`config.mk`:
```
export PLATFORM = sky130hd
export DESIGN_NAME = lccs_ctrl
export DESIGN_NICKNAME = d
export VERILOG_FILES = /design/src/rtl/lccs_pkg.sv /design/src/rtl/lccs_ctrl.sv
export SDC_FILE = /design/constraint.sdc
export NUM_CORES = 1
export LEC_CHECK = 0
export BUFFER_PORTS_ARGS = -buffer_cell sky130_fd_sc_hd__buf_4
export CELL_PAD_IN_SITES_DETAIL_PLACEMENT = 0
export CELL_PAD_IN_SITES_GLOBAL_PLACEMENT = 1
export CORE_MARGIN = 2
export CORE_UTILIZATION = 33
export DETAILED_ROUTE_END_ITERATION = 6
export PLACE_DENSITY = 0.83
export SLEW_MARGIN = 20
export SYNTH_ARGS = -nofsm -noshare
export SYNTH_HDL_FRONTEND = slang
export SYNTH_SLANG_ARGS = --single-unit
export TNS_END_PERCENT = 30
```
`constraint.sdc`:
```
create_clock -name clk -period 3.1 [get_ports clk]
set_input_delay 0.465 -clock clk [delete_from_list [all_inputs] [get_ports clk]]
set_output_delay 0.465 -clock clk [all_outputs]
set_load 0.02 [all_outputs]
```
`src/rtl/lccs_pkg.sv`:
```
// Shared constants, codes and control/status types of the lazy-cleared cell store.
package lccs_pkg;

  // Store geometry.
  localparam int ROWS = 1024;
  localparam int COLS = 256;

  // Row and column widths of the stored high-water marks.
  localparam int ROW_W = $clog2(ROWS);
  localparam int COL_W = (COLS > 1) ? $clog2(COLS) : 1;

  // Cell memory: one 128-bit word per row and column.
  localparam longint CELLS  = longint'(ROWS) * longint'(COLS);
  localparam int     CELL_AW = $clog2(CELLS);
  localparam int     CELL_W  = 128;

  // Row live bits are kept 32 to a memory word.
  localparam int LIVE_BW = 5;
  localparam int LIVE_W  = 1 << LIVE_BW;
  localparam int LIVE_D  = (ROWS + LIVE_W - 1) / LIVE_W;
  localparam int LIVE_AW = (LIVE_D > 1) ? $clog2(LIVE_D) : 1;

  // One sweep counter serves both the row clear and the live-bit clear.
  localparam int CNT_COL_W  = (COLS > 1) ? $clog2(COLS) : 1;
  localparam int CNT_LIVE_W = (LIVE_D > 1) ? $clog2(LIVE_D) : 1;
  localparam int CNT_W      = (CNT_COL_W > CNT_LIVE_W) ? CNT_COL_W : CNT_LIVE_W;

  typedef enum logic [1:0] {
    OP_GET   = 2'd0,
    OP_PUT   = 2'd1,
    OP_CLEAR = 2'd2,
    OP_QUERY = 2'd3
  } op_t;

  typedef enum logic [2:0] {
    ST_SWEEP_LIVE,
    ST_IDLE,
    ST_DECIDE,
    ST_SWEEP_ROW,
    ST_WRITE,
    ST_DONE
  } state_t;

  typedef struct packed {
    logic capture;      // take the input beat and issue both memory reads
    logic live_clr_wr;  // write a zero live word at the sweep count
    logic row_clr_wr;   // write a zero cell at row base plus sweep count
    logic commit;       // write the put cell, set the live bit, update marks
    logic mark_clear;   // forget the marks and the written flag
    logic cnt_clr;
    logic cnt_inc;
    logic out_load;     // load the result register
  } dp_cmd_t;

  typedef struct packed {
    op_t  op;
    logic in_range;
    logic live_hit;
    logic row_last;
    logic live_last;
  } dp_sts_t;

endpackage

```
`src/rtl/lccs_ctrl.sv`:
```
// Controller state machine of the lazy-cleared cell store.
module lccs_ctrl (
  input  logic               clk,
  input  logic               rst_n,
  input  logic               in_valid,
  output logic               in_stall,
  output logic               out_valid,
  input  logic               out_stall,
  output lccs_pkg::dp_cmd_t  cmd,
  input  lccs_pkg::dp_sts_t  sts
);

  lccs_pkg::state_t state_r, state_nxt;
  logic             for_clear_r, for_clear_nxt;
  logic             out_valid_r, out_valid_nxt;
  logic             slot_free;

  assign slot_free = !out_valid_r || !out_stall;

  always_comb begin
    state_nxt     = state_r;
    for_clear_nxt = for_clear_r;
    case (state_r)
      lccs_pkg::ST_IDLE: begin
        if (in_valid) begin
          state_nxt = lccs_pkg::ST_DECIDE;
        end
      end
      lccs_pkg::ST_DECIDE: begin
        case (sts.op)
          lccs_pkg::OP_CLEAR: begin
            state_nxt     = lccs_pkg::ST_SWEEP_LIVE;
            for_clear_nxt = 1'b1;
          end
          lccs_pkg::OP_PUT: begin
            if (sts.in_range && !sts.live_hit) begin
              state_nxt = lccs_pkg::ST_SWEEP_ROW;
            end else begin
              state_nxt = slot_free ? lccs_pkg::ST_IDLE : lccs_pkg::ST_DONE;
            end
          end
          default: begin
            state_nxt = slot_free ? lccs_pkg::ST_IDLE : lccs_pkg::ST_DONE;
          end
        endcase
      end
      lccs_pkg::ST_SWEEP_ROW: begin
        if (sts.row_last) begin
          state_nxt = lccs_pkg::ST_WRITE;
        end
      end
      lccs_pkg::ST_WRITE: begin
        state_nxt = slot_free ? lccs_pkg::ST_IDLE : lccs_pkg::ST_DONE;
      end
      lccs_pkg::ST_SWEEP_LIVE: begin
        if (sts.live_last) begin
          state_nxt     = for_clear_r ? lccs_pkg::ST_DONE : lccs_pkg::ST_IDLE;
          for_clear_nxt = 1'b0;
        end
      end
      lccs_pkg::ST_DONE: begin
        if (slot_free) begin
          state_nxt = lccs_pkg::ST_IDLE;
        end
      end
      default: begin
        state_nxt = lccs_pkg::ST_IDLE;
      end
    endcase
  end

  always_comb begin
    cmd      = '0;
    in_stall = 1'b1;
    case (state_r)
      lccs_pkg::ST_IDLE: begin
        in_stall    = 1'b0;
        cmd.capture = in_valid;
      end
      lccs_pkg::ST_DECIDE: begin
        case (sts.op)
          lccs_pkg::OP_CLEAR: begin
            cmd.mark_clear = 1'b1;
            cmd.cnt_clr    = 1'b1;
          end
          lccs_pkg::OP_PUT: begin
            if (sts.in_range && !sts.live_hit) begin
              cmd.cnt_clr = 1'b1;
            end else begin
              cmd.commit   = sts.in_range;
              cmd.out_load = slot_free;
            end
          end
          default: begin
            cmd.out_load = slot_free;
          end
        endcase
      end
      lccs_pkg::ST_SWEEP_ROW: begin
        cmd.row_clr_wr = 1'b1;
        cmd.cnt_inc    = 1'b1;
      end
      lccs_pkg::ST_WRITE: begin
        cmd.commit   = 1'b1;
        cmd.out_load = slot_free;
      end
      lccs_pkg::ST_SWEEP_LIVE: begin
        cmd.live_clr_wr = 1'b1;
        cmd.cnt_inc     = 1'b1;
      end
      lccs_pkg::ST_DONE: begin
        cmd.out_load = slot_free;
      end
      default: begin
        cmd = '0;
      end
    endcase
  end

  assign out_valid_nxt = cmd.out_load || (out_valid_r && out_stall);

  always_ff @(posedge clk) begin
    if (!rst_n) begin
      state_r     <= lccs_pkg::ST_SWEEP_LIVE;
      for_clear_r <= 1'b0;
      out_valid_r <= 1'b0;
    end else begin
      state_r     <= state_nxt;
      for_clear_r <= for_clear_nxt;
      out_valid_r <= out_valid_nxt;
    end
  end

  assign out_valid = out_valid_r;

endmodule

```
== After elaboration in Yosys (flattened, before gate mapping) ==
Index checks and enable logic that the tools add are counted.

* Bits of input ports: 10
* Word-level logic and storage cells: 55
* Output and inout port bits: 10
* Register bits after elaboration: 5

* Multiplexer cells: 27
* Equality and inequality tests: 12
* Reductions and logical operators: 13

{| class="wikitable"
|+ Operators with widths
! cell !! count
|-
| $mux 3 || 7
|-
| $pmux 3 s6 || 1
|-
| $mux 1 || 12
|-
| $pmux 1 s2 || 5
|-
| $ne 2x2->1 const B || 4
|-
| $eq 3x2->1 const B || 2
|-
| $eq 3x3->1 const B || 2
|-
| $pmux 3 s2 || 1
|-
| $reduce_and 4->1 || 1
|-
| $reduce_or 2->1 || 2
|-
| $eq 3x1->1 const B || 1
|-
| $logic_not 1->1 || 3
|-
| $logic_not 3->1 || 1
|-
| $reduce_and 3->1 || 1
|-
| $eq 2x1->1 const B || 1
|-
| $eq 2x2->1 const B || 1
|-
| $logic_and 1x1->1 || 2
|-
| $logic_or 1x1->1 || 2
|-
| $mux 2 || 1
|-
| $ne 2x1->1 const B || 1
|-
| $reduce_bool 2->1 || 1
|}

== Depth between registers and ports, before layout ==
* Depth after elaboration: 6
* Gate-level depth with buffers: 6
* Depth with buffers taken out: 6

== Least setup slack after synthesis ==
OpenSTA, ideal clock, no wires.

* Path type: input -> output
* From: input sts[4] (netlist name)
* To: output cmd[2] (netlist name)
* Required time: 2635 ps
* Path buffers: 0
* Cell stages on the path: 5
* Slack: 1285 ps
* Arrival: 1350 ps
* Cell sequence: inv_1 -> ha_1 -> nor3_1 -> a21oi_1 -> nor2_1

{| class="wikitable"
|+ RTL lines
! element !! line !! text
|-
| start, declared || lccs_ctrl.sv:10 || <nowiki>input lccs_pkg::dp_sts_t sts</nowiki>
|-
| end, declared || lccs_ctrl.sv:9 || <nowiki>output lccs_pkg::dp_cmd_t cmd,</nowiki>
|}

==> impl_metrics.prom <==
# TYPE chip_impl_metric gauge
chip_impl_info{name="run_status",value="completed"} 1
chip_impl_metric{name="n_antenna_cell",unit=""} 0
chip_impl_metric{name="core.rowCount",unit=""} 13
chip_impl_metric{name="synth-edff-count",unit=""} 0
chip_impl_metric{name="power_density",unit="mW/mm²"} 341.5
chip_impl_metric{name="grt_first_pass_wirelength",unit="µm"} 1959
chip_impl_metric{name="number_of_antenna_violations_at_the_first_check_in_global_routing",unit=""} 0
chip_impl_metric{name="dp_hpwl",unit="µm"} 894.7
chip_impl_metric{name="report.final.slew_viol_count",unit=""} 0
chip_impl_metric{name="cts-buffers-inserted",unit=""} 3
chip_impl_metric{name="yosysSeqAreaShare",unit="%"} 21.16
chip_impl_metric{name="placement.io_buffers",unit=""} 19
chip_impl_metric{name="global_route.overflow_total",unit=""} 0
chip_impl_metric{name="max_slew_margin",unit="%"} 73.49
chip_impl_metric{name="setup-tns-final",unit="ns"} 0
chip_impl_info{name="synthFlopType",value="sky130_fd_sc_hd__dfxtp_1"} 1
chip_impl_metric{name="postCtsSetupRepairBufs",unit=""} 0
chip_impl_metric{name="timing.critical_path.slowest_cell_delay",unit="ns"} 0.53
chip_impl_metric{name="post-route-min-period",unit="ns"} 2.125
chip_impl_metric{name="synth_simple_gate_area_share",unit="%"} 30.95
chip_impl_metric{name="worst-slew-pin-transition",unit="ns"} 0.3972
chip_impl_metric{name="yosys.area_share.xor_xnor",unit="%"} 0
chip_impl_metric{name="finish.net_count",unit=""} 97
chip_impl_metric{name="areaGrowthSynthToFinish",unit="%"} 35.45
chip_impl_info{name="critPathKind",value="register to primary output"} 1
chip_impl_info{name="grt_setup_unrepaired",value="no"} 1
chip_impl_metric{name="synthesized_area_per_cell",unit="µm²"} 7.507
chip_impl_metric{name="gp_routability_congestion",unit=""} 0.7337
chip_impl_metric{name="cts_hold_buf",unit=""} 0
chip_impl_metric{name="cts.htree.levels",unit=""} 1
chip_impl_metric{name="fin_skew",unit="ns"} 0.003568
chip_impl_info{name="cts_tree",value="done"} 1
chip_impl_info{name="synth.cells.most_frequent",value="sky130_fd_sc_hd__inv_1 (6), sky130_fd_sc_hd__nand2_1 (6), sky130_fd_sc_hd__a21oi_1 (5), sky130_fd_sc_hd__dfxtp_1 (5), sky130_fd_sc_hd__nor2_1 (4)"} 1
chip_impl_metric{name="max-clock-path-buffers",unit=""} 2
chip_impl_metric{name="static-leakage-power",unit="nW"} 0.3071
chip_impl_metric{name="grtUsageTotal",unit="%"} 13.92
chip_impl_metric{name="synth_cell_type_count",unit=""} 31
chip_impl_metric{name="synth_compound_gate_area_share",unit="%"} 26.72
chip_impl_metric{name="die_y",unit="µm"} 41.86
chip_impl_metric{name="drtAntennaViolNets",unit=""} 0
chip_impl_metric{name="synth_async_sr_flop_share",unit="%"} 0
chip_impl_info{name="main_area_contributors_after_synthesis",value="sky130_fd_sc_hd__dfxtp_1 (21%), sky130_fd_sc_hd__ha_1 (7.9%), sky130_fd_sc_hd__a21oi_1 (5.3%), sky130_fd_sc_hd__inv_1 (4.8%), sky130_fd_sc_hd__nand2_1 (4.8%)"} 1
chip_impl_metric{name="worst_ep_arrival_time",unit="ns"} 1.66
chip_impl_metric{name="top_level_ports",unit=""} 20
chip_impl_metric{name="post-route-drc-count",unit=""} 0
chip_impl_metric{name="maxcap_viol_count",unit=""} 0
chip_impl_info{name="crit_path_end_kind",value="primary output"} 1
chip_impl_metric{name="drive_gt1_share",unit="%"} 30.12
chip_impl_metric{name="setup_viol",unit=""} 0
chip_impl_info{name="holdCritPathClass",value="input port to register"} 1
chip_impl_info{name="cts-root-buf",value="sky130_fd_sc_hd__clkbuf_4"} 1
chip_impl_metric{name="worst_setup_hold_path_clk_slew",unit="ns"} 0.04
chip_impl_info{name="critPathLaunchType",value="register"} 1
chip_impl_metric{name="syn-num-nets",unit=""} 76
chip_impl_info{name="yosysTopAreaCell",value="sky130_fd_sc_hd__dfxtp_1"} 1
chip_impl_metric{name="design.die.area",unit="mm²"} 0.001752
chip_impl_metric{name="post_synth_mux_area_share",unit="%"} 4.233
chip_impl_metric{name="detail_route.vias_per_cell",unit=""} 5.020
chip_impl_metric{name="crit_fanout",unit=""} 13
chip_impl_metric{name="regToRegSetupSlack",unit="ns"} 1.53
chip_impl_metric{name="grt_max_degree",unit=""} 15
chip_impl_info{name="dominant_combinational_cell_family_by_area_after_synthesis",value="simple AND/OR/NAND/NOR gates"} 1
chip_impl_metric{name="post_synth_instance_area",unit="µm²"} 473.0
chip_impl_info{name="crit_path_top_delay_cell",value="sky130_fd_sc_hd__dfxtp_1"} 1
chip_impl_metric{name="routed_wire_length_per_instance",unit="µm"} 11.22
chip_impl_metric{name="core_area",unit="mm²"} 0.001318
chip_impl_metric{name="first_iter_violations",unit=""} 6
chip_impl_metric{name="design_power_total",unit="W"} 0.0002188
chip_impl_metric{name="start_util",unit="%"} 35.90
chip_impl_metric{name="grt_pass1_vias",unit=""} 441
chip_impl_metric{name="report.final.hold_viol_count",unit=""} 0
chip_impl_info{name="timing.critical_path.cells",value="or3b_4 -> o21a_1 -> nor2_1 -> buf_4"} 1
chip_impl_metric{name="ir_drop",unit="mV"} 0.2096
chip_impl_metric{name="clock_insertion_delay_at_the_later_pin_of_the_skew_report",unit="ns"} 0.24
chip_impl_metric{name="finalCritPeriodShare",unit="%"} 68.56
chip_impl_metric{name="num_clock_sinks",unit=""} 5
chip_impl_metric{name="ys_warn_count",unit=""} 0
chip_impl_metric{name="synthDominantCellAreaShare",unit="%"} 21.16
chip_impl_metric{name="clock.fmax",unit="MHz"} 470.5
chip_impl_metric{name="cts-resized-gates",unit=""} 0
chip_impl_metric{name="dr.pass1.iters",unit=""} 4
chip_impl_metric{name="ys_ff_latch",unit=""} 5
chip_impl_metric{name="synth_fa_ha_area_share",unit="%"} 7.937
chip_impl_metric{name="routed_wl",unit="µm"} 1100
chip_impl_metric{name="num_vias",unit=""} 492
chip_impl_metric{name="synth_cells",unit=""} 63
chip_impl_metric{name="dieWidth",unit="µm"} 41.86
chip_impl_metric{name="timing.critical_path.required",unit="ns"} 2.63
area by class of cell:
type,instances,area [µm²]
clock buffers,4,26.28
multi-input cells,49,330.3
flip-flops and latches,5,100.1
fillers,144,676.9
well taps,15,18.77
inverters,6,22.52
repair buffers,19,142.6
critical path: cells and delay by family, from the launching register on:
| kind | cells | cell delay [ns] |
|---|---|---|
| AO/OA/AOI/OAI | 1 | 0.21 |
| buffers and inverters | 1 | 0.14 |
| flip-flops | 1 | 0.53 |
| AND/OR/NAND/NOR | 2 | 0.54 |
registers in the layout (all words and copies together), names as in the netlist:
register,cells
out_valid,1
state_r,3
for_clear_r,1
path summary, 6_finish.rpt:
path | startpoint | to | depth (start not counted)
setup / recovery | state_r[1]$_SDFFE_PN0P_ | cmd[0] | 4
hold / removal | rst_n | state_r[0]$_SDFFE_PN0P_ | 2
setup reg to reg | state_r[1]$_SDFFE_PN0P_ | state_r[1]$_SDFFE_PN0P_ | 4
hold reg to reg | out_valid$_SDFF_PN0_ | out_valid$_SDFF_PN0_ | 2
power by group:
group	switching (W)	leakage [nW]	internal, W
registers	0.00000726	0.0407	0.0000675
logic	0.0000368	0.251	0.0000348
clock network	0.0000239	0.0150	0.0000485
stage by stage:
stage | utilization, % | cells | setup slack, ns | hold WS [ns] | cell area [µm²]
3_3_place_gp | 46.63 | 94 | 1.205 | 0.4975 | 614.3
4_1_cts | 48.62 | 98 | 0.9645 | 0.4753 | 640.6
6_report | 48.62 | 98 | 0.9746 | 0.4837 | 640.6
5_1_grt | 48.62 | 98 | 0.8627 | 0.4890 | 640.6
2_1_floorplan | - | 63 | 1.285 | 0.5100 | 473.0
3_5_place_dp | 46.63 | 94 | 1.156 | 0.4968 | 614.3
metal layers:
layer | track usage (%) | wire length, µm
met1 | 19.17 | 516
met2 | 21.56 | 527
met3 | 0.4348 | 56
met5 | 0 | 0
met4 | 7.742 | 0
cell families after synthesis:
family          after synthesis
buf+inv                       9
compound gates               18
simple gates                 26
fa+ha+maj                     3
mux                           2
flops                         5
placed cells by master, fill, tap and decap left out, types with 2 or more instances in the layout:
master / netlist / layout
sky130_fd_sc_hd__a21oi_1: 5 / 5
sky130_fd_sc_hd__a22oi_1: 2 / 2
sky130_fd_sc_hd__and2_1: 2 / 2
sky130_fd_sc_hd__buf_4: 2 / 19
sky130_fd_sc_hd__clkbuf_4: 0 / 3
sky130_fd_sc_hd__dfxtp_1: 5 / 5
sky130_fd_sc_hd__ha_1: 3 / 3
sky130_fd_sc_hd__inv_1: 6 / 6
sky130_fd_sc_hd__mux2i_1: 2 / 2
sky130_fd_sc_hd__nand2_1: 6 / 6
sky130_fd_sc_hd__nand2b_1: 2 / 2
sky130_fd_sc_hd__nor2_1: 4 / 4
sky130_fd_sc_hd__nor2b_1: 2 / 2
sky130_fd_sc_hd__nor3_1: 3 / 3
sky130_fd_sc_hd__o21ai_0: 2 / 2
Power figures use the tool's default switching activity.
